<file path="src/rtl/cgd_pkg.sv">
// shared constants for the cell growth and division step block
`timescale 1ns / 1ps

package cgd_pkg;

    // field widths
    localparam int MODE_W  = 2;
    localparam int DT_W    = 24;
    localparam int SUB_W   = 32;
    localparam int RATE_W  = 40;
    localparam int LEN_W   = 40;
    localparam int WGT_W   = 32;
    localparam int AGE_W   = 32;
    localparam int UPT_W   = 40;
    localparam int CONS_W  = 57;
    localparam int CFG_W   = 40;
    localparam int CFG_IDX_W = 3;

    // shared multiplier geometry
    localparam int MA_W   = 56;
    localparam int MB_W   = 48;
    localparam int DIG_W  = 16;
    localparam int ACC_W  = MA_W + MB_W;
    localparam int PROD_W = MA_W + DIG_W;

    // item modes
    localparam logic [MODE_W-1:0] MODE_START  = 2'd0;
    localparam logic [MODE_W-1:0] MODE_STEP   = 2'd1;
    localparam logic [MODE_W-1:0] MODE_DIVIDE = 2'd2;

    // register indexes
    localparam logic [CFG_IDX_W-1:0] REG_KS    = 3'd0;
    localparam logic [CFG_IDX_W-1:0] REG_YXS   = 3'd1;
    localparam logic [CFG_IDX_W-1:0] REG_LEN   = 3'd2;
    localparam logic [CFG_IDX_W-1:0] REG_METAB = 3'd3;
    localparam logic [CFG_IDX_W-1:0] REG_IDT   = 3'd4;
    localparam logic [CFG_IDX_W-1:0] REG_ZTHR  = 3'd5;
    localparam logic [CFG_IDX_W-1:0] REG_DTHR  = 3'd6;

    // register reset values
    localparam logic [31:0] KS_RST    = 32'd167772;
    localparam logic [15:0] YXS_RST   = 16'd32768;
    localparam logic [39:0] LEN_RST   = 40'd1832402098;
    localparam logic [31:0] METAB_RST = 32'd1193046;
    localparam logic [31:0] IDT_RST   = 32'd13273858;
    localparam logic [31:0] ZTHR_RST  = 32'd0;
    localparam logic [31:0] DTHR_RST  = 32'd1678;

    // multiplier operation codes, in issue order
    typedef logic [2:0] t_op;
    localparam t_op OP_TGT  = 3'd0;
    localparam t_op OP_A    = 3'd1;
    localparam t_op OP_B    = 3'd2;
    localparam t_op OP_GAIN = 3'd3;
    localparam t_op OP_K    = 3'd4;
    localparam t_op OP_DEC  = 3'd5;
    localparam t_op OP_UPT  = 3'd6;
    localparam t_op OP_MAG  = 3'd7;

    // sequencer states
    localparam logic [1:0] ST_IDLE = 2'd0;
    localparam logic [1:0] ST_DIV  = 2'd1;
    localparam logic [1:0] ST_MUL  = 2'd2;
    localparam logic [1:0] ST_FIN  = 2'd3;

    // multiply sub-steps: load, three digits, writeback
    localparam logic [2:0] MC_LOAD = 3'd0;
    localparam logic [2:0] MC_WB   = 3'd4;

endpackage

</file>
<file path="src/rtl/cell_growth_division_step.sv">
// cell growth and division step: top level with divider, shared multiplier and sequencer
// a time step: the divider forms the Monod ratio, then eight multiplies run in issue order
// (each multiply loads, accumulates digits and writes back), then the result is registered
// start, divide, skipped steps and the unused mode run only the magnitude multiply
// one transaction in work at a time; a stalled output register holds the sequencer
// synchronous active-low reset clears state, sequencer and valids; registers take defaults
`timescale 1ns / 1ps

module cell_growth_division_step (
    input  logic                           i_clk,
    input  logic                           i_rst_n,
    input  logic                           i_cfg_we,
    input  logic [cgd_pkg::CFG_IDX_W-1:0]  i_cfg_idx,
    input  logic [cgd_pkg::CFG_W-1:0]      i_cfg_data,
    input  logic                           i_in_valid,
    output logic                           o_in_ready,
    input  logic [cgd_pkg::MODE_W-1:0]     i_mode,
    input  logic [cgd_pkg::DT_W-1:0]       i_time_step,
    input  logic [cgd_pkg::SUB_W-1:0]      i_substrate,
    input  logic [cgd_pkg::RATE_W-1:0]     i_start_growth_rate,
    input  logic [cgd_pkg::LEN_W-1:0]      i_start_length,
    input  logic [cgd_pkg::WGT_W-1:0]      i_weight,
    output logic                           o_out_valid,
    input  logic                           i_out_ready,
    output logic [cgd_pkg::RATE_W-1:0]     o_growth_rate,
    output logic [cgd_pkg::LEN_W-1:0]      o_cell_length,
    output logic [cgd_pkg::AGE_W-1:0]      o_cell_age,
    output logic [cgd_pkg::UPT_W-1:0]      o_uptake_rate,
    output logic signed [cgd_pkg::CONS_W-1:0] o_consumption,
    output logic                           o_division_due,
    output logic                           o_step_skipped
);
    import cgd_pkg::*;

    // configuration registers
    logic [31:0] r_ks, r_metab, r_idt, r_zthr, r_dthr;
    logic [15:0] r_yxs;
    logic [39:0] r_lenf;

    // cell state
    logic [RATE_W-1:0] r_rate;
    logic [LEN_W-1:0]  r_len;
    logic [AGE_W-1:0]  r_age;
    logic [UPT_W-1:0]  r_upt;

    // latched item
    logic [DT_W-1:0]  r_dt;
    logic [SUB_W-1:0] r_sub;
    logic [WGT_W-1:0] r_wgt;
    logic             r_due, r_skip;

    // sequencer
    logic [1:0] r_state;
    t_op        r_op;
    logic [2:0] r_mcnt;
    logic [4:0] r_dcnt;

    // divider
    logic [32:0] r_d, r_rem;
    logic [31:0] r_q;
    logic        r_qtop;
    logic [33:0] w_dshift, w_dsub;
    logic        w_dge;
    logic [32:0] w_ratio;

    // multiplier
    logic [MA_W-1:0]   r_ma, w_opa;
    logic [MB_W-1:0]   r_mb, w_opb;
    logic [ACC_W-1:0]  r_acc;
    logic [PROD_W-1:0] w_prod;
    logic [MA_W-1:0]   w_res;

    // intermediates
    logic [39:0] r_tgt, r_a;
    logic [47:0] r_b, r_gain;
    logic [55:0] r_k, r_mag;

    // step update terms
    logic [32:0] w_age_sum;
    logic [AGE_W-1:0] w_age_new;
    logic [47:0] w_len_room;
    logic        w_acc_item;
    logic        w_skip_in;

    assign o_in_ready = (r_state == ST_IDLE);
    assign w_acc_item = i_in_valid && o_in_ready;
    assign w_skip_in  = (i_mode == MODE_STEP) && (i_substrate <= r_zthr);

    // divider datapath
    assign w_dshift = {r_rem, 1'b0};
    assign w_dsub   = w_dshift - {1'b0, r_d};
    assign w_dge    = (w_dshift >= {1'b0, r_d});
    assign w_ratio  = {r_qtop, r_q};

    // multiplier datapath: one 16-bit digit of b per cycle, msb first
    assign w_prod = r_ma * r_mb[MB_W-1:MB_W-DIG_W];

    // operand select per operation
    always_comb begin
        w_opa = '0;
        w_opb = '0;
        case (r_op)
            OP_TGT:  begin w_opa = {16'd0, r_rate};  w_opb = {15'd0, w_ratio}; end
            OP_A:    begin w_opa = {32'd0, r_dt};    w_opb = {32'd0, r_yxs}; end
            OP_B:    begin w_opa = {16'd0, r_rate};  w_opb = {8'd0, r_a}; end
            OP_GAIN: begin w_opa = {16'd0, r_lenf};  w_opb = r_b; end
            OP_K:    begin w_opa = {24'd0, r_metab}; w_opb = {24'd0, r_dt}; end
            OP_DEC:  begin w_opa = r_k;              w_opb = {8'd0, r_rate - r_tgt}; end
            OP_UPT:  begin w_opa = {16'd0, r_rate};  w_opb = {15'd0, w_ratio}; end
            OP_MAG:  begin w_opa = {24'd0, r_wgt};   w_opb = {8'd0, r_upt}; end
            default: begin w_opa = '0;               w_opb = '0; end
        endcase
    end

    // result scaling per operation
    always_comb begin
        case (r_op)
            OP_TGT, OP_B, OP_UPT: w_res = r_acc[32 +: MA_W];
            OP_GAIN:              w_res = r_acc[40 +: MA_W];
            OP_DEC:               w_res = r_acc[48 +: MA_W];
            OP_MAG:               w_res = r_acc[16 +: MA_W];
            default:              w_res = r_acc[MA_W-1:0];
        endcase
    end

    // age and length update terms
    assign w_age_sum  = {1'b0, r_age} + {13'd0, r_dt[DT_W-1:4]};
    assign w_age_new  = w_age_sum[32] ? {AGE_W{1'b1}} : w_age_sum[AGE_W-1:0];
    assign w_len_room = {8'd0, {LEN_W{1'b1}}} - {8'd0, r_len};

    // configuration writes
    always_ff @(posedge i_clk) begin
        if (!i_rst_n) begin
            r_ks    <= KS_RST;
            r_yxs   <= YXS_RST;
            r_lenf  <= LEN_RST;
            r_metab <= METAB_RST;
            r_idt   <= IDT_RST;
            r_zthr  <= ZTHR_RST;
            r_dthr  <= DTHR_RST;
        end else if (i_cfg_we) begin
            case (i_cfg_idx)
                REG_KS:    r_ks    <= i_cfg_data[31:0];
                REG_YXS:   r_yxs   <= i_cfg_data[15:0];
                REG_LEN:   r_lenf  <= i_cfg_data[39:0];
                REG_METAB: r_metab <= i_cfg_data[31:0];
                REG_IDT:   r_idt   <= i_cfg_data[31:0];
                REG_ZTHR:  r_zthr  <= i_cfg_data[31:0];
                REG_DTHR:  r_dthr  <= i_cfg_data[31:0];
                default:   ;
            endcase
        end
    end

    // sequencer, state and datapath registers
    always_ff @(posedge i_clk) begin
        if (!i_rst_n) begin
            r_state     <= ST_IDLE;
            r_op        <= OP_MAG;
            r_mcnt      <= MC_LOAD;
            r_dcnt      <= '0;
            r_rate      <= '0;
            r_len       <= '0;
            r_age       <= '0;
            r_upt       <= '0;
            o_out_valid <= 1'b0;
        end else begin
            if (o_out_valid && i_out_ready && r_state != ST_FIN) begin
                o_out_valid <= 1'b0;
            end
            case (r_state)
                ST_IDLE: begin
                    if (w_acc_item) begin
                        r_dt   <= i_time_step;
                        r_sub  <= i_substrate;
                        r_wgt  <= i_weight;
                        r_due  <= 1'b0;
                        r_skip <= w_skip_in;
                        r_mcnt <= MC_LOAD;
                        r_op   <= OP_MAG;
                        r_state <= (i_mode == MODE_STEP && !w_skip_in) ? ST_DIV : ST_MUL;
                        case (i_mode)
                            MODE_START: begin
                                r_age  <= '0;
                                r_upt  <= '0;
                                r_rate <= i_start_growth_rate;
                                r_len  <= i_start_length;
                            end
                            MODE_STEP: begin
                                if (!w_skip_in) begin
                                    r_d     <= {1'b0, r_ks} + {1'b0, i_substrate};
                                    r_rem   <= (r_ks == '0) ? 33'd0 : {1'b0, i_substrate};
                                    r_qtop  <= (r_ks == '0);
                                    r_q     <= '0;
                                    r_dcnt  <= '0;
                                end
                            end
                            MODE_DIVIDE: begin
                                r_age <= '0;
                                r_len <= {1'b0, r_len[LEN_W-1:1]};
                            end
                            default: ;
                        endcase
                    end
                end
                // one quotient bit per cycle
                ST_DIV: begin
                    r_rem  <= w_dge ? w_dsub[32:0] : w_dshift[32:0];
                    r_q    <= {r_q[30:0], w_dge};
                    r_dcnt <= r_dcnt + 5'd1;
                    if (r_dcnt == 5'd31) begin
                        r_op    <= OP_TGT;
                        r_mcnt  <= MC_LOAD;
                        r_state <= ST_MUL;
                    end
                end
                // load, three digit steps, writeback
                ST_MUL: begin
                    if (r_mcnt == MC_LOAD) begin
                        r_mcnt <= r_mcnt + 3'd1;
                        r_ma   <= w_opa;
                        r_mb   <= w_opb;
                        r_acc  <= '0;
                    end else if (r_mcnt != MC_WB) begin
                        r_mcnt <= r_mcnt + 3'd1;
                        r_acc  <= {r_acc[ACC_W-DIG_W-1:0], {DIG_W{1'b0}}}
                                  + {{(ACC_W-PROD_W){1'b0}}, w_prod};
                        r_mb   <= {r_mb[MB_W-DIG_W-1:0], {DIG_W{1'b0}}};
                    end else begin
                        r_mcnt <= MC_LOAD;
                        r_op   <= r_op + 3'd1;
                        case (r_op)
                            OP_TGT:  r_tgt  <= w_res[39:0];
                            OP_A:    r_a    <= w_res[39:0];
                            OP_B:    r_b    <= w_res[47:0];
                            OP_GAIN: r_gain <= w_res[47:0];
                            OP_K:    r_k    <= w_res[55:0];
                            OP_DEC: begin
                                r_rate <= (w_res[47:0] >= {8'd0, r_rate})
                                          ? '0 : r_rate - w_res[39:0];
                                r_len  <= (r_gain >= w_len_room)
                                          ? {LEN_W{1'b1}} : r_len + r_gain[39:0];
                                r_age  <= w_age_new;
                                r_due  <= (r_idt < w_age_new) && (r_sub > r_dthr);
                            end
                            OP_UPT:  r_upt  <= w_res[39:0];
                            OP_MAG: begin
                                r_mag   <= w_res[55:0];
                                r_state <= ST_FIN;
                            end
                            default: ;
                        endcase
                    end
                end
                // hand the result to the output register once it is free
                ST_FIN: begin
                    if (!o_out_valid || i_out_ready) begin
                        o_out_valid    <= 1'b1;
                        o_growth_rate  <= r_rate;
                        o_cell_length  <= r_len;
                        o_cell_age     <= r_age;
                        o_uptake_rate  <= r_upt;
                        o_consumption  <= ~{1'b0, r_mag} + 57'd1;
                        o_division_due <= r_due;
                        o_step_skipped <= r_skip;
                        r_state        <= ST_IDLE;
                    end
                end
                default: r_state <= ST_IDLE;
            endcase
        end
    end

endmodule

</file>
<file path="config.mk">
export PLATFORM = sky130hd
export DESIGN_NAME = cell_growth_division_step
export DESIGN_NICKNAME = d
export VERILOG_FILES = /design/src/rtl/cgd_pkg.sv /design/src/rtl/cell_growth_division_step.sv
export SDC_FILE = /design/constraint.sdc
export NUM_CORES = 2
export LEC_CHECK = 0
export BUFFER_PORTS_ARGS = -buffer_cell sky130_fd_sc_hd__buf_4
export CORE_MARGIN = 1.5
export CORE_UTILIZATION = 30
export CTS_CLUSTER_SIZE = 25
export DETAILED_ROUTE_END_ITERATION = 10
export GPL_TIMING_DRIVEN = 0
export PLACE_DENSITY = 0.49
export SYNTH_ARGS = -nofsm -noshare
export SYNTH_HDL_FRONTEND = slang
export SYNTH_SLANG_ARGS = --single-unit
</file>
<file path="constraint.sdc">
create_clock -name i_clk -period 23.8 [get_ports i_clk]
set_input_delay 5.95 -clock i_clk [delete_from_list [all_inputs] [get_ports i_clk]]
set_output_delay 5.95 -clock i_clk [all_outputs]
set_load 0.01 [all_outputs]
</file>
==> metrics.md <==
| Metric | Value |
|---|---|
| Status | finished with violations |
| Failing checks | max-capacitance violations, max-slew violations |
| Vias in the first global route | 77,197 |
| Post-route ant nets | 0 |
| First-pass GRT wire length | 574.5 mm |
| Crit Path Category | reg -> reg |
| Data required, critical path | 24.33 ns |
| Sequential area share after synthesis | 36.87% |
| Worst slack, placed | 14.03 ns |
| Final period utilization | 41.32% |
| Clock Skew | 0.1249 ns |
| Post-synth EDFFs | 896 |
| Worst r2r src | r_mb[46] |
| Avg Cell Area, Syn | 9.709 um^2 |
| R2R setup slack | 13.97 ns |
| Core area | 311,400 um^2 |
| Synthesized flop and latch total | 1,278 |
| CTS Hold Bufs | 0 |
| Layout area overhead | 16.55% |
| Total GRT Usage | 25.51% |
| Top Ports | 431 |
| FF-to-FF path depth | 24 |
| Setup bufs post-CTS | 0 |
| Slew Limit Fails | 29 |
| Hold Fails Final Rpt | 0 |
| Detailed placement HPWL | 332.4 mm |
| Clk pin slew, worst setup/hold paths | 0.06 ns |
| Max cap viols | 6 |
| Htree depth | 4 |
| CTS tree | built |
| Worst hold path type | reg -> reg |
| Share of layout cells above drive strength 1 | 8.370% |
| Net Count, Synth | 11,200 |
| Hold depth | 0 |
| Critical Path Sink Type | flip-flop |
| 1st-iter DRT viols | 8,447 |
| Bufs on Longest Clock Path | 4 |
| Top_reg_cell synth | edfxtp_1 |
| Drt via density | 5.297 |
| CTS buffer count | 158 |
| CP arrival | 10.36 ns |
| Worst hold margin | 0.4445 ns |
| Headroom to the max-slew limit | -3.314% |
| YS warnings | 0 |
| Gr ovfl total | 0 |
| Initial antenna violation count | 58 |
| DRT Wirelength | 411.6 mm |
| Final setup viols | 0 |
| Critical path destination | r_acc[98] |
| Final net count | 11,850 |
| Crit path from | r_mb[46] |
| Worst slew pin tran | 1.550 ns |
| CP max FO | 10 |
| Synthesized cell area | 93,710 um^2 |
| Clock root buffer | clkbuf_16 |
| Routed vias | 77,316 |
| Clock sink count | 1,278 |
| Std cell rows | 205 |
| Asr flop ratio synth | 0% |
| Clock Latency Late Sink | 0.90 ns |
| Starting Density | 30.09% |
| Routability cong. | 0.9659 |
| RSZ-0062 raised after global routing | no |
| Fin util | 35.07% |
| Die area | 315,700 um^2 |
| Die W | 561.9 um |
| Synth unique cells | 100 |
| Cell count after synthesis | 9,652 |
| Final worst slack | 13.97 ns |
| PortBufs | 430 |
| Post-cts gate resize count | 0 |
| Reg-to-reg critical path endpoint | r_acc[98] |
| Chip height | 561.9 um |
| Fmax | 101.7 MHz |
| Crit path launch type | flip-flop |
| Largest net degree at the start of global routing | 40 |
| Final min period | 9.835 ns |
| Final setup TNS | 0 ns |
| Drt pass-1 iters | 10 |
| DRC errors left | 0 |
| Post-DR wirelength/cell | 28.20 um |
-- state kept, by name, summed over array words and instances, names as in the netlist, 48 cells and up --
signal / cells
r_mag: 56
r_acc: 104
r_gain: 48
r_b: 48
o_consumption: 57
r_k: 56
r_mb: 48
r_ma: 56
-- area by class of cell --
class,instances,area [um^2]
timing repair buffer,490,4507
multi-input combinational,6586,52860
inverter,1285,4823
clock inverter,74,807.0
tap,4140,5180
antenna,26,65.06
clock buffer,214,4463
fill,31869,202200
sequential,1278,34550
buffer,503,1964
-- cell usage in the layout (no fill, tap or decap), drive strengths merged, types with 34 or more instances in the layout --
master and n:
a211oi 63, a21o 190, a21oi 571, a221oi 54, a222oi 124, a22oi 88, a31oi 96, and2 370
and3 62, buf 551, clkbuf 655, clkinv 49, dfxtp 382, edfxtp 896, fa 816, ha 514
inv 1291, mux2i 52, nand2 1476, nand2b 62, nand3 170, nand4 76, nor2 509, nor2b 57
nor3 80, o211ai 41, o21a 60, o21ai 297, o21bai 49, o31ai 34, or3 39, xnor2 180
xor2 111
-- kinds of logic after synthesis --
logic type,share of synthesized area (%)
fa+ha+maj,24.30
flops,36.87
mux,0.7597
xor+xnor,2.720
buf+inv,7.225
simple gates,14.59
compound gates,13.53
-- synth_stat cells (22+ instances only) --
| cell | n | area [um^2] |
|---|---|---|
| a211oi_1 | 59 | 442.9 |
| o31ai_1 | 33 | 247.7 |
| o211ai_1 | 41 | 307.8 |
| inv_1 | 1284 | 4820 |
| a21o_1 | 189 | 1419 |
| clkbuf_1 | 439 | 1648 |
| a222oi_1 | 124 | 1241 |
| or4_1 | 22 | 165.2 |
| a221o_1 | 32 | 320.3 |
| nor4_1 | 28 | 175.2 |
| a221oi_1 | 53 | 464.2 |
| xnor2_1 | 180 | 1577 |
| a41oi_1 | 30 | 262.8 |
| buf_1 | 32 | 120.1 |
| nand4_1 | 75 | 469.2 |
| and3_1 | 62 | 387.9 |
| nand2b_1 | 62 | 387.9 |
| or3_1 | 39 | 244.0 |
| nor2b_1 | 57 | 356.6 |
| edfxtp_1 | 896 | 26910 |
| a31oi_1 | 96 | 600.6 |
| o21ai_0 | 290 | 1451 |
| a22oi_1 | 88 | 660.6 |
| nand3_1 | 169 | 845.8 |
| a21oi_1 | 568 | 2843 |
| fa_1 | 816 | 16340 |
| and2_1 | 369 | 2308 |
| dfxtp_1 | 382 | 7647 |
| ha_1 | 514 | 6431 |
| mux2i_1 | 52 | 520.5 |
| nor3_1 | 79 | 395.4 |
| nor2_1 | 509 | 1911 |
| xor2_1 | 111 | 972.2 |
| o21a_1 | 60 | 450.4 |
| buf_2 | 24 | 120.1 |
| o21bai_1 | 49 | 367.9 |
| nand2_1 | 1476 | 5540 |
-- per-stage QoR --
stage               std cells  instance area [um^2]
global placement        14222                102100
detailed placement      14281                103900
floorplan                9652                 93710
finish                  14596                109200
CTS                     14569                109100
global route            14571                109200
-- worst max-delay path, stage by stage, from the launching register on --
cell and delay [ns]:
edfxtp_1 0.55, clkbuf_1 0.95, clkbuf_1 0.81, nand2_1 0.18, fa_1 0.58, fa_1 0.57, inv_1 0.06, fa_1 0.46
fa_1 0.51, fa_1 0.54, inv_1 0.05, fa_1 0.53, inv_1 0.04, ha_1 0.26, clkbuf_1 0.29, nand2_1 0.21
o21ai_0 0.26, a41o_1 0.31, a221o_1 0.41, o211ai_1 0.33, a211oi_2 0.48, nor2_1 0.27, buf_2 0.26, nor4_1 0.44
mux2i_1 0.15
-- metal layers --
metal	up-vias	routed length, um	part of all wire, %	global-route usage (%)
li1	34082	-	-	-
met1	38946	162900	40	31.62
met2	3422	189700	46	41.54
met3	842	30060	7.3	4.347
met4	24	28750	7.0	15.48
met5	-	174	0.042	0
-- how the worst min path moves through the flow --
stage,startpoint,end,slack (ns)
after global routing,r_skip,o_step_skipped,0.46
after global placement,r_skip,o_step_skipped,0.42
final,r_skip,o_step_skipped,0.44
after CTS,r_skip,o_step_skipped,0.44
after floorplan,r_due,o_division_due,0.40
after detailed placement,r_skip,o_step_skipped,0.42
Power is left out: the tool's default activity adds up to more than one toggle a clock period on the data nets, which glitch-free logic cannot reach.
